## src/design/dirf_pkg.sv

```systemverilog
// Shared types and codes for the dirty item range finder.
package dirf_pkg;

   localparam int CSR_INDEX_BITS = 2;
   localparam int STATUS_BITS    = 2;

   localparam logic [CSR_INDEX_BITS-1:0] CSR_RECORD_STRIDE = 2'd0;
   localparam logic [CSR_INDEX_BITS-1:0] CSR_FULL_RANGE    = 2'd1;
   localparam logic [CSR_INDEX_BITS-1:0] CSR_OLD_LENGTH    = 2'd2;
   localparam logic [CSR_INDEX_BITS-1:0] CSR_NEW_LENGTH    = 2'd3;

   localparam logic MODE_START = 1'b0;
   localparam logic MODE_BYTES = 1'b1;

   typedef enum logic [STATUS_BITS-1:0] {
      STATUS_OK,
      STATUS_ZERO_STRIDE,
      STATUS_OLD_MISALIGNED,
      STATUS_NEW_MISALIGNED
   } status_type;

   typedef enum logic [1:0] {
      ST_IDLE,
      ST_DIV_OLD,
      ST_DIV_NEW
   } state_type;

   typedef struct packed {
      logic done;
      logic exact;
   } div_status_type;

   typedef struct packed {
      logic clear;
      logic load;
      logic activate;
      logic step;
   } trk_ctrl_type;

   typedef struct packed {
      logic emit;
      logic has_range;
      logic last;
   } trk_result_type;

endpackage

```

## src/design/dirf_div.sv

```systemverilog
// Shared restoring divider: one quotient bit per cycle.
module dirf_div #(
   parameter int LENGTH_BITS = 24,
   parameter int STRIDE_BITS = 8
) (
   input  logic                       clock,
   input  logic                       reset,
   input  logic                       start,
   input  logic [LENGTH_BITS-1:0]     dividend,
   input  logic [STRIDE_BITS-1:0]     divisor,
   output logic [LENGTH_BITS-1:0]     quotient,
   output dirf_pkg::div_status_type   status
);
   import dirf_pkg::*;

   localparam int CNT_BITS = $clog2(LENGTH_BITS + 1);

   logic [CNT_BITS-1:0]    count_ff, count_in;
   logic [LENGTH_BITS-1:0] quo_ff, quo_in;
   logic [STRIDE_BITS-1:0] rem_ff, rem_in;
   logic [STRIDE_BITS-1:0] divisor_ff, divisor_in;
   logic                   busy_ff, busy_in;
   logic                   done_ff, done_in;
   logic [STRIDE_BITS:0]   trial;
   logic [STRIDE_BITS:0]   diff;
   logic                   fits;

   assign trial = {rem_ff, quo_ff[LENGTH_BITS-1]};
   assign fits  = trial >= {1'b0, divisor_ff};
   assign diff  = trial - {1'b0, divisor_ff};

   always_comb begin
      count_in   = count_ff;
      quo_in     = quo_ff;
      rem_in     = rem_ff;
      divisor_in = divisor_ff;
      busy_in    = busy_ff;
      done_in    = 1'b0;
      if (start) begin
         count_in   = CNT_BITS'(LENGTH_BITS);
         quo_in     = dividend;
         rem_in     = '0;
         divisor_in = divisor;
         busy_in    = 1'b1;
      end else if (busy_ff) begin
         quo_in   = {quo_ff[LENGTH_BITS-2:0], fits};
         rem_in   = fits ? diff[STRIDE_BITS-1:0] : trial[STRIDE_BITS-1:0];
         count_in = count_ff - CNT_BITS'(1);
         if (count_ff == CNT_BITS'(1)) begin
            busy_in = 1'b0;
            done_in = 1'b1;
         end
      end
   end

   always_ff @(posedge clock) begin
      if (reset) begin
         busy_ff <= 1'b0;
         done_ff <= 1'b0;
         count_ff <= '0;
      end else begin
         busy_ff <= busy_in;
         done_ff <= done_in;
         count_ff <= count_in;
      end
      quo_ff     <= quo_in;
      rem_ff     <= rem_in;
      divisor_ff <= divisor_in;
   end

   assign quotient     = quo_ff;
   assign status.done  = done_ff;
   assign status.exact = rem_ff == '0;

endmodule

```

## src/design/dirf_track.sv

```systemverilog
// Record and dirty-run tracker for the byte-pair stream.
module dirf_track #(
   parameter int LENGTH_BITS = 24,
   parameter int STRIDE_BITS = 8
) (
   input  logic                       clock,
   input  logic                       reset,
   input  dirf_pkg::trk_ctrl_type     ctrl,
   input  logic [LENGTH_BITS-1:0]     common_load,
   input  logic [LENGTH_BITS-1:0]     total_load,
   input  logic [STRIDE_BITS-1:0]     stride,
   input  logic [7:0]                 old_byte,
   input  logic [7:0]                 new_byte,
   output dirf_pkg::trk_result_type   result,
   output logic [LENGTH_BITS-1:0]     range_offset,
   output logic [LENGTH_BITS-1:0]     range_count
);
   import dirf_pkg::*;

   logic                   active_ff, active_in;
   logic [STRIDE_BITS-1:0] bir_ff, bir_in;
   logic [LENGTH_BITS-1:0] index_ff, index_in;
   logic                   differs_ff, differs_in;
   logic                   open_ff, open_in;
   logic [LENGTH_BITS-1:0] start_ff, start_in;
   logic [LENGTH_BITS-1:0] common_ff, common_in;
   logic [LENGTH_BITS-1:0] total_ff, total_in;

   logic [STRIDE_BITS-1:0] stride_eff;
   logic [STRIDE_BITS:0]   bir_next;
   logic                   differs_now;
   logic                   rec_done;
   logic                   dirty;
   logic                   final_rec;
   logic                   take;

   assign take        = ctrl.step && active_ff;
   assign stride_eff  = (stride == '0) ? STRIDE_BITS'(1) : stride;
   assign bir_next    = {1'b0, bir_ff} + (STRIDE_BITS+1)'(1);
   assign rec_done    = !(bir_next < {1'b0, stride_eff});
   assign differs_now = differs_ff || (old_byte != new_byte);
   assign dirty       = (index_ff >= common_ff) || differs_now;
   assign final_rec   = ({1'b0, index_ff} + (LENGTH_BITS+1)'(1)) >= {1'b0, total_ff};

   always_comb begin
      result.emit      = 1'b0;
      result.has_range = 1'b0;
      result.last      = 1'b0;
      range_offset     = '0;
      range_count      = '0;
      if (take && rec_done) begin
         if (dirty) begin
            if (final_rec) begin
               result.emit      = 1'b1;
               result.has_range = 1'b1;
               result.last      = 1'b1;
               range_offset     = open_ff ? start_ff : index_ff;
               range_count      = total_ff - (open_ff ? start_ff : index_ff);
            end
         end else if (open_ff) begin
            result.emit      = 1'b1;
            result.has_range = 1'b1;
            result.last      = final_rec;
            range_offset     = start_ff;
            range_count      = index_ff - start_ff;
         end else if (final_rec) begin
            result.emit = 1'b1;
            result.last = 1'b1;
         end
      end
   end

   always_comb begin
      active_in  = active_ff;
      bir_in     = bir_ff;
      index_in   = index_ff;
      differs_in = differs_ff;
      open_in    = open_ff;
      start_in   = start_ff;
      common_in  = common_ff;
      total_in   = total_ff;
      if (ctrl.clear) begin
         active_in  = 1'b0;
         bir_in     = '0;
         index_in   = '0;
         differs_in = 1'b0;
         open_in    = 1'b0;
         start_in   = '0;
      end else if (ctrl.load) begin
         common_in = common_load;
         total_in  = total_load;
         active_in = ctrl.activate;
      end else if (take) begin
         if (!rec_done) begin
            bir_in     = bir_next[STRIDE_BITS-1:0];
            differs_in = differs_now;
         end else begin
            bir_in     = '0;
            differs_in = 1'b0;
            index_in   = index_ff + LENGTH_BITS'(1);
            if (dirty) begin
               if (!open_ff) begin
                  open_in  = 1'b1;
                  start_in = index_ff;
               end
            end else begin
               open_in = 1'b0;
            end
            if (final_rec) begin
               active_in = 1'b0;
               index_in  = '0;
               open_in   = 1'b0;
               start_in  = '0;
            end
         end
      end
   end

   always_ff @(posedge clock) begin
      if (reset) begin
         active_ff  <= 1'b0;
         bir_ff     <= '0;
         index_ff   <= '0;
         differs_ff <= 1'b0;
         open_ff    <= 1'b0;
         start_ff   <= '0;
         common_ff  <= '0;
         total_ff   <= '0;
      end else begin
         active_ff  <= active_in;
         bir_ff     <= bir_in;
         index_ff   <= index_in;
         differs_ff <= differs_in;
         open_ff    <= open_in;
         start_ff   <= start_in;
         common_ff  <= common_in;
         total_ff   <= total_in;
      end
   end

endmodule

```

## src/design/dirty_item_range_finder.sv

```systemverilog
// Top level of the dirty item range finder: sequencer, registers and result stage.
//
//   channel | ports         | carries
//   --------+---------------+-----------------------------------------------
//   input   | req_*         | start command or one old/new byte pair
//   result  | rsp_*         | status, record counts, one dirty range, last
//   csr     | csr_*         | record_stride, full-range flag, old_length, new_length
//
// A byte pair's result, if any, is in the output register next cycle.
// A start runs the shared divider, which yields one quotient bit per cycle, first for
// old_length, then, if that divides exactly, for new_length; a zero stride skips the divider.
// Reset is synchronous; it empties the output register and ends any job.
// The input stalls while the divider runs and while a held result is stalled.
module dirty_item_range_finder #(
   parameter int  LENGTH_BITS = 24,
   parameter int  STRIDE_BITS = 8,
   localparam int CSR_BITS    = (LENGTH_BITS > STRIDE_BITS) ? LENGTH_BITS : STRIDE_BITS
) (
   input  logic                                clock,
   input  logic                                reset,
   input  logic                                req_valid,
   output logic                                req_stall,
   input  logic                                req_mode,
   input  logic [7:0]                          req_old_byte,
   input  logic [7:0]                          req_new_byte,
   output logic                                rsp_valid,
   input  logic                                rsp_stall,
   output dirf_pkg::status_type                rsp_status,
   output logic [LENGTH_BITS-1:0]              rsp_old_records,
   output logic [LENGTH_BITS-1:0]              rsp_new_records,
   output logic                                rsp_has_range,
   output logic [LENGTH_BITS-1:0]              rsp_range_offset,
   output logic [LENGTH_BITS-1:0]              rsp_range_count,
   output logic                                rsp_last,
   input  logic                                csr_write,
   input  logic [dirf_pkg::CSR_INDEX_BITS-1:0] csr_index,
   input  logic [CSR_BITS-1:0]                 csr_data
);
   import dirf_pkg::*;

   state_type              state_ff, state_in;
   logic [STRIDE_BITS-1:0] stride_ff;
   logic                   force_ff;
   logic [LENGTH_BITS-1:0] old_len_ff;
   logic [LENGTH_BITS-1:0] new_len_ff;
   logic [LENGTH_BITS-1:0] oldr_ff;

   logic                   valid_ff;
   status_type             status_ff, status_in;
   logic [LENGTH_BITS-1:0] old_rec_ff, old_rec_in;
   logic [LENGTH_BITS-1:0] new_rec_ff, new_rec_in;
   logic                   has_ff, has_in;
   logic [LENGTH_BITS-1:0] off_ff, off_in;
   logic [LENGTH_BITS-1:0] cnt_ff, cnt_in;
   logic                   last_ff, last_in;
   logic                   out_load;
   logic                   oldr_load;

   logic                   accept;
   logic                   div_start;
   logic [LENGTH_BITS-1:0] div_dividend;
   logic [LENGTH_BITS-1:0] quotient;
   div_status_type         div_stat;
   trk_ctrl_type           trk_ctrl;
   trk_result_type         trk_res;
   logic [LENGTH_BITS-1:0] trk_off;
   logic [LENGTH_BITS-1:0] trk_cnt;
   logic [LENGTH_BITS-1:0] common_rec;

   assign req_stall  = (state_ff != ST_IDLE) || (valid_ff && rsp_stall);
   assign accept     = req_valid && !req_stall;
   assign common_rec = (oldr_ff < quotient) ? oldr_ff : quotient;

   dirf_div #(
      .LENGTH_BITS(LENGTH_BITS),
      .STRIDE_BITS(STRIDE_BITS)
   ) u_div (
      .clock   (clock),
      .reset   (reset),
      .start   (div_start),
      .dividend(div_dividend),
      .divisor (stride_ff),
      .quotient(quotient),
      .status  (div_stat)
   );

   dirf_track #(
      .LENGTH_BITS(LENGTH_BITS),
      .STRIDE_BITS(STRIDE_BITS)
   ) u_track (
      .clock       (clock),
      .reset       (reset),
      .ctrl        (trk_ctrl),
      .common_load (common_rec),
      .total_load  (quotient),
      .stride      (stride_ff),
      .old_byte    (req_old_byte),
      .new_byte    (req_new_byte),
      .result      (trk_res),
      .range_offset(trk_off),
      .range_count (trk_cnt)
   );

   always_comb begin
      state_in = state_ff;
      case (state_ff)
         ST_IDLE: begin
            if (accept && req_mode == MODE_START && stride_ff != '0) begin
               state_in = ST_DIV_OLD;
            end
         end
         ST_DIV_OLD: begin
            if (div_stat.done) begin
               state_in = div_stat.exact ? ST_DIV_NEW : ST_IDLE;
            end
         end
         ST_DIV_NEW: begin
            if (div_stat.done) begin
               state_in = ST_IDLE;
            end
         end
         default: state_in = ST_IDLE;
      endcase
   end

   always_comb begin
      div_start    = 1'b0;
      div_dividend = old_len_ff;
      oldr_load    = 1'b0;
      trk_ctrl     = '0;
      out_load     = 1'b0;
      status_in    = STATUS_OK;
      old_rec_in   = '0;
      new_rec_in   = '0;
      has_in       = 1'b0;
      off_in       = '0;
      cnt_in       = '0;
      last_in      = 1'b0;
      case (state_ff)
         ST_IDLE: begin
            if (accept) begin
               if (req_mode == MODE_START) begin
                  trk_ctrl.clear = 1'b1;
                  if (stride_ff == '0) begin
                     out_load  = 1'b1;
                     status_in = STATUS_ZERO_STRIDE;
                     last_in   = 1'b1;
                  end else begin
                     div_start = 1'b1;
                  end
               end else begin
                  trk_ctrl.step = 1'b1;
                  out_load      = trk_res.emit;
                  has_in        = trk_res.has_range;
                  off_in        = trk_off;
                  cnt_in        = trk_cnt;
                  last_in       = trk_res.last;
               end
            end
         end
         ST_DIV_OLD: begin
            if (div_stat.done) begin
               if (!div_stat.exact) begin
                  out_load  = 1'b1;
                  status_in = STATUS_OLD_MISALIGNED;
                  last_in   = 1'b1;
               end else begin
                  oldr_load    = 1'b1;
                  div_start    = 1'b1;
                  div_dividend = new_len_ff;
               end
            end
         end
         ST_DIV_NEW: begin
            if (div_stat.done) begin
               out_load = 1'b1;
               if (!div_stat.exact) begin
                  status_in = STATUS_NEW_MISALIGNED;
                  last_in   = 1'b1;
               end else begin
                  trk_ctrl.load = 1'b1;
                  old_rec_in    = oldr_ff;
                  new_rec_in    = quotient;
                  if (quotient == '0) begin
                     last_in = 1'b1;
                  end else if (force_ff) begin
                     has_in  = 1'b1;
                     cnt_in  = quotient;
                     last_in = 1'b1;
                  end else begin
                     trk_ctrl.activate = 1'b1;
                  end
               end
            end
         end
         default: begin
         end
      endcase
   end

   always_ff @(posedge clock) begin
      if (reset) begin
         state_ff   <= ST_IDLE;
         valid_ff   <= 1'b0;
         stride_ff  <= STRIDE_BITS'(1);
         force_ff   <= 1'b0;
         old_len_ff <= '0;
         new_len_ff <= '0;
      end else begin
         state_ff <= state_in;
         if (out_load) begin
            valid_ff <= 1'b1;
         end else if (!rsp_stall) begin
            valid_ff <= 1'b0;
         end
         if (csr_write) begin
            case (csr_index)
               CSR_RECORD_STRIDE: stride_ff  <= csr_data[STRIDE_BITS-1:0];
               CSR_FULL_RANGE:    force_ff   <= csr_data[0];
               CSR_OLD_LENGTH:    old_len_ff <= csr_data[LENGTH_BITS-1:0];
               CSR_NEW_LENGTH:    new_len_ff <= csr_data[LENGTH_BITS-1:0];
               default: begin
               end
            endcase
         end
      end
      if (oldr_load) begin
         oldr_ff <= quotient;
      end
      if (out_load) begin
         status_ff  <= status_in;
         old_rec_ff <= old_rec_in;
         new_rec_ff <= new_rec_in;
         has_ff     <= has_in;
         off_ff     <= off_in;
         cnt_ff     <= cnt_in;
         last_ff    <= last_in;
      end
   end

   assign rsp_valid        = valid_ff;
   assign rsp_status       = status_ff;
   assign rsp_old_records  = old_rec_ff;
   assign rsp_new_records  = new_rec_ff;
   assign rsp_has_range    = has_ff;
   assign rsp_range_offset = off_ff;
   assign rsp_range_count  = cnt_ff;
   assign rsp_last         = last_ff;

endmodule

```

## config.mk

```make
export PLATFORM = sky130hd
export DESIGN_NAME = dirty_item_range_finder
export DESIGN_NICKNAME = d
export VERILOG_FILES = /design/src/design/dirf_pkg.sv /design/src/design/dirf_div.sv /design/src/design/dirf_track.sv /design/src/design/dirty_item_range_finder.sv
export SDC_FILE = /design/constraint.sdc
export NUM_CORES = 1
export LEC_CHECK = 0
export BUFFER_PORTS_ARGS = -buffer_cell sky130_fd_sc_hd__buf_4
export CORE_MARGIN = 2
export CORE_UTILIZATION = 60
export CTS_BUF_LIST = sky130_fd_sc_hd__clkbuf_8
export DETAILED_ROUTE_END_ITERATION = 16
export PLACE_DENSITY = 0.8
export REMOVE_ABC_BUFFERS = 1
export SLEW_MARGIN = 20
export SYNTH_ARGS = -nofsm -noshare
export SYNTH_HDL_FRONTEND = slang
export SYNTH_SLANG_ARGS = --single-unit
```

## constraint.sdc

```tcl
create_clock -name clock -period 10.9 [get_ports clock]
set_clock_uncertainty 0.05 [all_clocks]
set_input_delay 2.18 -clock clock [delete_from_list [all_inputs] [get_ports clock]]
set_output_delay 2.18 -clock clock [all_outputs]
set_load 0.01 [all_outputs]
```

==> flow_metrics.py, run 1 <==
metrics = {
    "floorplanning": {
        "std_cell_rows": 63,
        "fp.dieH_microns": 179,
        "ios": 150,
        "floorplan.initialDensity_pct": 61.4,
        "die_area_sq_um": 31900,
        "die_x_microns": 179,
        "core_area_sq_um": 29800,
    },
    "setup_path": {
        "end_kind": "register",
        "worstPathArrival_ps": 5760,
        "crit_fanout": 62,
        "critPathKind": "reg -> reg",
        "required_ps": 11090,
        "startpoint_type": "register",
    },
    "logic_synthesis": {
        "synth_top_area_share_pct": 25.6,
        "syn_area_sq_um": 18300,
        "ys.flop_type": "dfxtp_1",
        "yosysWarningCount": 0,
        "synthArstFlopShare_pct": 0,
        "synthCells": 1974,
        "synth_cell_types": 74,
        "synth-seq-cells": 338,
        "syn_area_per_cell_sq_um": 9.27,
        "synth_edf_count": 156,
        "yosysTopAreaCell": "edfxtp_1",
        "yosysSeqAreaShare_pct": 45.5,
        "ys_top_cells_by_area": "edfxtp_1, dfxtp_1, ha_1, nand2_1, a21oi_1",
    },
    "detailed_routing": {
        "drt_iter0_markers": 1315,
        "wl_microns": 49100,
        "dr.pass1.iters": 7,
        "wl_met3_microns": 3670,
        "highest_layer": "met4",
        "routedWlPerCell_microns": 19.3,
        "met1_length_microns": 20100,
        "detail-route-antenna-nets": 0,
        "vias_per_cell": 6.01,
        "vias": 15300,
        "drc": 0,
        "dr_wl_met2_microns": 23500,
    },
    "layout": {
        "final_cell_mix": "nand2_1, dfxtp_1, a21oi_1",
        "antennaDiodeCount": 0,
        "final_nets": 2297,
        "final_common_cell": "nand2_1",
        "stdcell_area_sq_um": 20900,
        "area_growth_pct": 14.3,
        "drive_gt1_share_pct": 13.2,
        "fin_util_pct": 70.2,
    },
    "clocking": {
        "cts_htree_levels": 2,
        "cts-resized-gates": 0,
        "holdBufCountCts": 0,
        "insertion_delay_ps": 620,
        "cts_buffers": 55,
        "cts.path.max_buffers": 3,
        "clk_pin_slew_ps": 70,
        "cts_sinks": 338,
        "cts_tree": "yes",
        "postCtsSetupBuffers": 0,
        "clock-root-buffer": "clkbuf_8",
    },
    "sta": {
        "relSlewSlack_pct": 30.1,
        "setup_violations": 0,
        "period_needed_ps": 5570,
        "hold_violations": 0,
        "fin_crit_sh_pct": 51.1,
        "tightest_slew_ps": 1050,
        "finalSetupTns_ps": 0,
        "timing.fmax_mhz": 180,
        "rsz0062_at_grt": "false",
        "slew_violations": 0,
        "whs_ps": 403,
    },
    "power": {
        "irDropWorstVdd_v": 0.000131,
        "p_total_uw": 2840,
        "leakage_uw": 0.00831,
        "p_per_area_nw_per_um2": 136,
    },
    "placed_design": {
        "routabilityCongestion": 0.937,
        "hpwl_microns": 34800,
        "post_dp_cell_area_sq_um": 19700,
        "numPortBuffers": 149,
    },
    "hold_path": {
        "min_path_type": "reg -> reg",
    },
    "run": {
        "cap_violations": 0,
    },
    "global_routing": {
        "grt_antenna_before_repair": 0,
        "grt_pass1_wl_microns": 76300,
        "grt_max_degree": 99,
        "grt.total_usage_pct": 30.6,
        "grt_pass1_vias": 14700,
        "overflow": 0,
    },
    "run_status": {
        "status": "finished clean",
    },
}
-- through the flow --
| stage | setup WS [ps] | std cells |
|---|---|---|
| final | 5330 | 2547 |
| after global routing | 4980 | 2547 |
| after CTS | 5370 | 2546 |
| after detailed placement | 5030 | 2442 |
| after global placement | 5210 | 2442 |
| after floorplan | 3170 | 1887 |
-- registers in the layout, summed over array words and instances, names as in the netlist, 2 cells and up --
name               cells
new_len_ff            24
old_len_ff            24
oldr_ff               24
rsp_new_records       24
rsp_old_records       24
rsp_range_count       24
rsp_range_offset      24
rsp_status             2
state_ff               2
stride_ff              8
u_div.count_ff         5
u_div.divisor_ff       8
u_div.quotient        24
u_div.rem_ff           8
u_track.bir_ff         8
u_track.common_ff     24
u_track.index_ff      24
u_track.start_ff      24
u_track.total_ff      24
-- cell usage after synthesis, drive strengths merged (11+ instances only) --
| cell type | count |
|---|---|
| nand2 | 272 |
| dfxtp | 182 |
| a21oi | 181 |
| edfxtp | 156 |
| inv | 153 |
| nor2 | 148 |
| ha | 136 |
| o21ai | 103 |
| clkbuf | 74 |
| mux2i | 73 |
| a211oi | 56 |
| xnor2 | 46 |
| a21o | 37 |
| xor2 | 37 |
| nand3 | 33 |
| and2 | 30 |
| nand4 | 26 |
| nor3 | 19 |
| nor2b | 18 |
| a31oi | 16 |
| and3 | 14 |
| buf | 13 |
| nand2b | 12 |
| nor4 | 11 |
-- routing by layer --
metal | global-route usage [%] | vias up
met1 | 39.5 | 7263
met2 | 51.6 | 637
li1 | - | 7291
met4 | 12.6 | 0
met3 | 4.71 | 128
met5 | 0 | -
-- where the power goes --
part	internal, uW	leakage (uW)	switching (uW)
Clock	633	0.000644	536
Combinational	105	0.00477	142
Sequential	1370	0.00289	56.6
Total	2100	0.00831	734
-- critical path: stages, from the launching register on --
cell,delay [ps]
dfxtp_1,500
nand3_1,220
nor3_2,350
nand2_1,130
nor3_2,250
and3_1,360
nand2_1,140
nor2_1,150
xnor2_1,180
ha_1,310
a21o_1,170
a21oi_1,160
o211ai_1,100
a21oi_1,190
a21bo_2,300
o21ai_0,450
nand3_4,550
buf_4,560
-- layout make-up --
class                   instances  area [sq um]
well taps                     390           488
repair buffers                166          1250
clock buffers                  60           826
fillers                      2318          8880
flip-flops and latches        338          8330
clock inverters                44           344
multi-input cells            1395          9090
inverters                     154           578
-- cell families after synthesis --
| family | count (synthesis) | synth area share [%] |
|---|---|---|
| flip-flops | 338 | 45.5 |
| XOR/XNOR | 83 | 3.97 |
| AO/OA/AOI/OAI | 484 | 16.6 |
| multiplexers | 73 | 3.99 |
| adder cells (fa/ha/maj) | 139 | 9.63 |
| buffers and inverters | 241 | 5.01 |
| AND/OR/NAND/NOR | 616 | 15.3 |
-- final timing paths --
kind / slack, ps / depth (start not counted) / endpoint / start
worst max-delay path: 5330 / 17 / rsp_range_offset[15] / u_track.index_ff[2]
worst min-delay path: 400 / 2 / old_len_ff[18] / old_len_ff[18]
worst max register to register: 5330 / 17 / rsp_range_offset[15] / u_track.index_ff[2]
worst min register to register: 400 / 2 / old_len_ff[18] / old_len_ff[18]
No activity file was read; power rests on OpenSTA's default activity.
==> run 2, diff against run 1 <==
==> constraint.sdc (replaced) <==
create_clock -name clock -period 5.3 [get_ports clock]
set_clock_uncertainty 0.05 [all_clocks]
set_input_delay 1.06 -clock clock [delete_from_list [all_inputs] [get_ports clock]]
set_output_delay 1.06 -clock clock [all_outputs]
set_load 0.01 [all_outputs]
==> run 2 against run 1 <==
Net effect:
- sequential share of layout area about the same
- final area about the same
- critical path depth fell by 2
- global-route usage is 1.0 points higher
- worst hold slack gained 1.7 ps
- non-clock buffer count is 13 higher
- power rose by 99%
- critical endpoint is now rsp_range_count[13]
==> flow_metrics.py, run 2 (same netlist as run 1, synthesis figures left out) <==
metrics = {
    "run_status": {
        "status": "finished clean",
    },
    "sta": {
        "setup_violations": 0,
        "layout_setup_ws_ps": 472,
        "hold_violations": 0,
        "period_needed_ps": 4830,
        "tightest_slew_ps": 1090,
        "rsz0062_at_grt": "false",
        "slew_violations": 0,
        "timing.fmax_mhz": 207,
        "fin_crit_sh_pct": 91.1,
        "relSlewSlack_pct": 27.4,
    },
    "setup_path": {
        "r2r-start": "u_track.index_ff[2]",
        "cp_cell_sequence": "nand3_1 -> nor3_2 -> nand2_1 -> nor3_2 -> and3_1 -> xor2_1 -> ha_1 -> nand4_1 -> nor3_1 -> o221ai_1 -> o211ai_1 -> a21bo_2 -> o21ai_0 -> nand3_4 -> buf_6",
        "endpoint": "rsp_range_count[13]",
        "worstPathArrival_ps": 5020,
        "critPathKind": "reg -> reg",
        "end_kind": "register",
        "crit_fanout": 62,
        "cp_common_cell": "nor3_2",
        "rr_worst_depth": 15,
        "required_ps": 5490,
        "startpoint_type": "register",
        "cpLargestDelayFamily": "simple AND/OR/NAND/NOR gates",
        "r2r-end": "rsp_range_count[13]",
        "cp_slowest_stage_delay_ps": 500,
        "r2r_slack_ps": 470,
        "worstSetupStartpoint": "u_track.index_ff[2]",
        "path_buf_inv": 1,
        "slowest_stage": "dfxtp_1",
        "path_depth": 15,
    },
    "placed_design": {
        "hpwl_microns": 35800,
        "place_ws_ps": 418,
        "numPortBuffers": 149,
        "routabilityCongestion": 0.961,
    },
    "layout": {
        "multi_input_area_sq_um": 9090,
        "final_common_cell": "nand2_1",
        "register_area_sq_um": 8330,
        "num-fill-cells": 2346,
        "fin_util_pct": 70.2,
        "final_nets": 2310,
        "final_cell_mix": "nand2_1, dfxtp_1, a21oi_1",
        "antennaDiodeCount": 0,
        "area_growth_pct": 14.3,
        "drive_gt1_share_pct": 13.2,
    },
    "hold_path": {
        "min_path_type": "reg -> reg",
        "hold_depth": 2,
    },
    "clocking": {
        "cts_buffers": 55,
        "cts_sinks": 338,
        "cts_htree_levels": 2,
        "holdBufCountCts": 0,
        "cts_tree": "yes",
        "clock-root-buffer": "clkbuf_8",
        "insertion_delay_ps": 620,
        "cts.path.max_buffers": 3,
        "clk_pin_slew_ps": 60,
    },
    "power": {
        "leakage_uw": 0.00835,
        "p_per_area_nw_per_um2": 270,
        "p_total_uw": 5650,
        "irDropWorstVdd_v": 0.000293,
    },
    "global_routing": {
        "grt_pass1_vias": 14900,
        "overflow": 0,
        "grt_pass1_wl_microns": 78500,
        "grt.total_usage_pct": 31.6,
        "grt_max_degree": 98,
        "grt_antenna_before_repair": 0,
    },
    "floorplanning": {
        "floorplan.initialDensity_pct": 61.4,
        "fp.dieH_microns": 179,
        "core_area_sq_um": 29800,
        "ios": 150,
        "die_x_microns": 179,
        "std_cell_rows": 63,
        "die_area_sq_um": 31900,
    },
    "run": {
        "cap_violations": 0,
    },
    "detailed_routing": {
        "drc": 0,
        "dr.pass1.iters": 5,
        "vias_per_cell": 6.01,
        "drt_iter0_markers": 1395,
        "detail-route-antenna-nets": 0,
        "vias": 15400,
        "routedWlPerCell_microns": 19.7,
        "wl_microns": 50400,
    },
}
==> run 2: cell type report <==
cell class	instances	share of cell area, %
Inverter	154	2.76
Multi-Input combinational cell	1395	43.5
Clock buffer	62	4.08
Tap cell	390	2.33
Timing Repair Buffer	179	6.45
Sequential cell	338	39.8
Clock inverter	42	1.05
==> run 2: how the worst min path moves through the flow <==
stage,startpoint,to,slack (ps)
3_5_place_dp,stride_ff[3],u_div.divisor_ff[3],390
4_1_cts,new_len_ff[19],new_len_ff[19],410
2_1_floorplan,old_len_ff[10],old_len_ff[10],380
3_3_place_gp,old_len_ff[11],old_len_ff[11],390
5_1_grt,old_len_ff[8],old_len_ff[8],430
6_report,new_len_ff[19],new_len_ff[19],410
==> run 2: through the flow <==
step	cells	setup TNS, ps	area, sq um	hold WS (ps)
CTS	2560	0	20900	405
finish	2560	0	20900	405
global placement	2456	0	19800	392
detailed placement	2456	0	19800	392
floorplan	1887	-244430	18000	380
global route	2560	0	20900	426
==> run 2: worst register-to-register path, cell delays in order (launching register included) <==
cell and delay (ps):
dfxtp_1 500, nand3_1 220, nor3_2 380, nand2_1 140
nor3_2 270, and3_1 380, xor2_1 120, ha_1 310
nand4_1 150, nor3_1 370, o221ai_1 210, o211ai_1 170
a21bo_2 290, o21ai_0 230, nand3_4 160, buf_6 450
==> run 2: repair_timing <==
| action | CTS | global route |
|---|---|---|
| gates resized for setup | 0 | 1 |
| buffers inserted | 0 | 0 |
| setup endpoints to repair | 0 | 62 |
==> run 2: power breakdown <==
| part | switching [uW] | internal (uW) |
|---|---|---|
| Combinational | 294 | 220 |
| Clock | 1090 | 1130 |
| Sequential | 117 | 2810 |
==> run 2: metal layers <==
layer / routed length, microns / GRT usage (%) / up-vias
met5: 0 / 0 / -
met2: 23100 / 50.3 / 718
met4: 2700 / 16.5 / 0
met1: 20600 / 41.7 / 7194
li1: - / - / 7305
met3: 4040 / 5.12 / 168
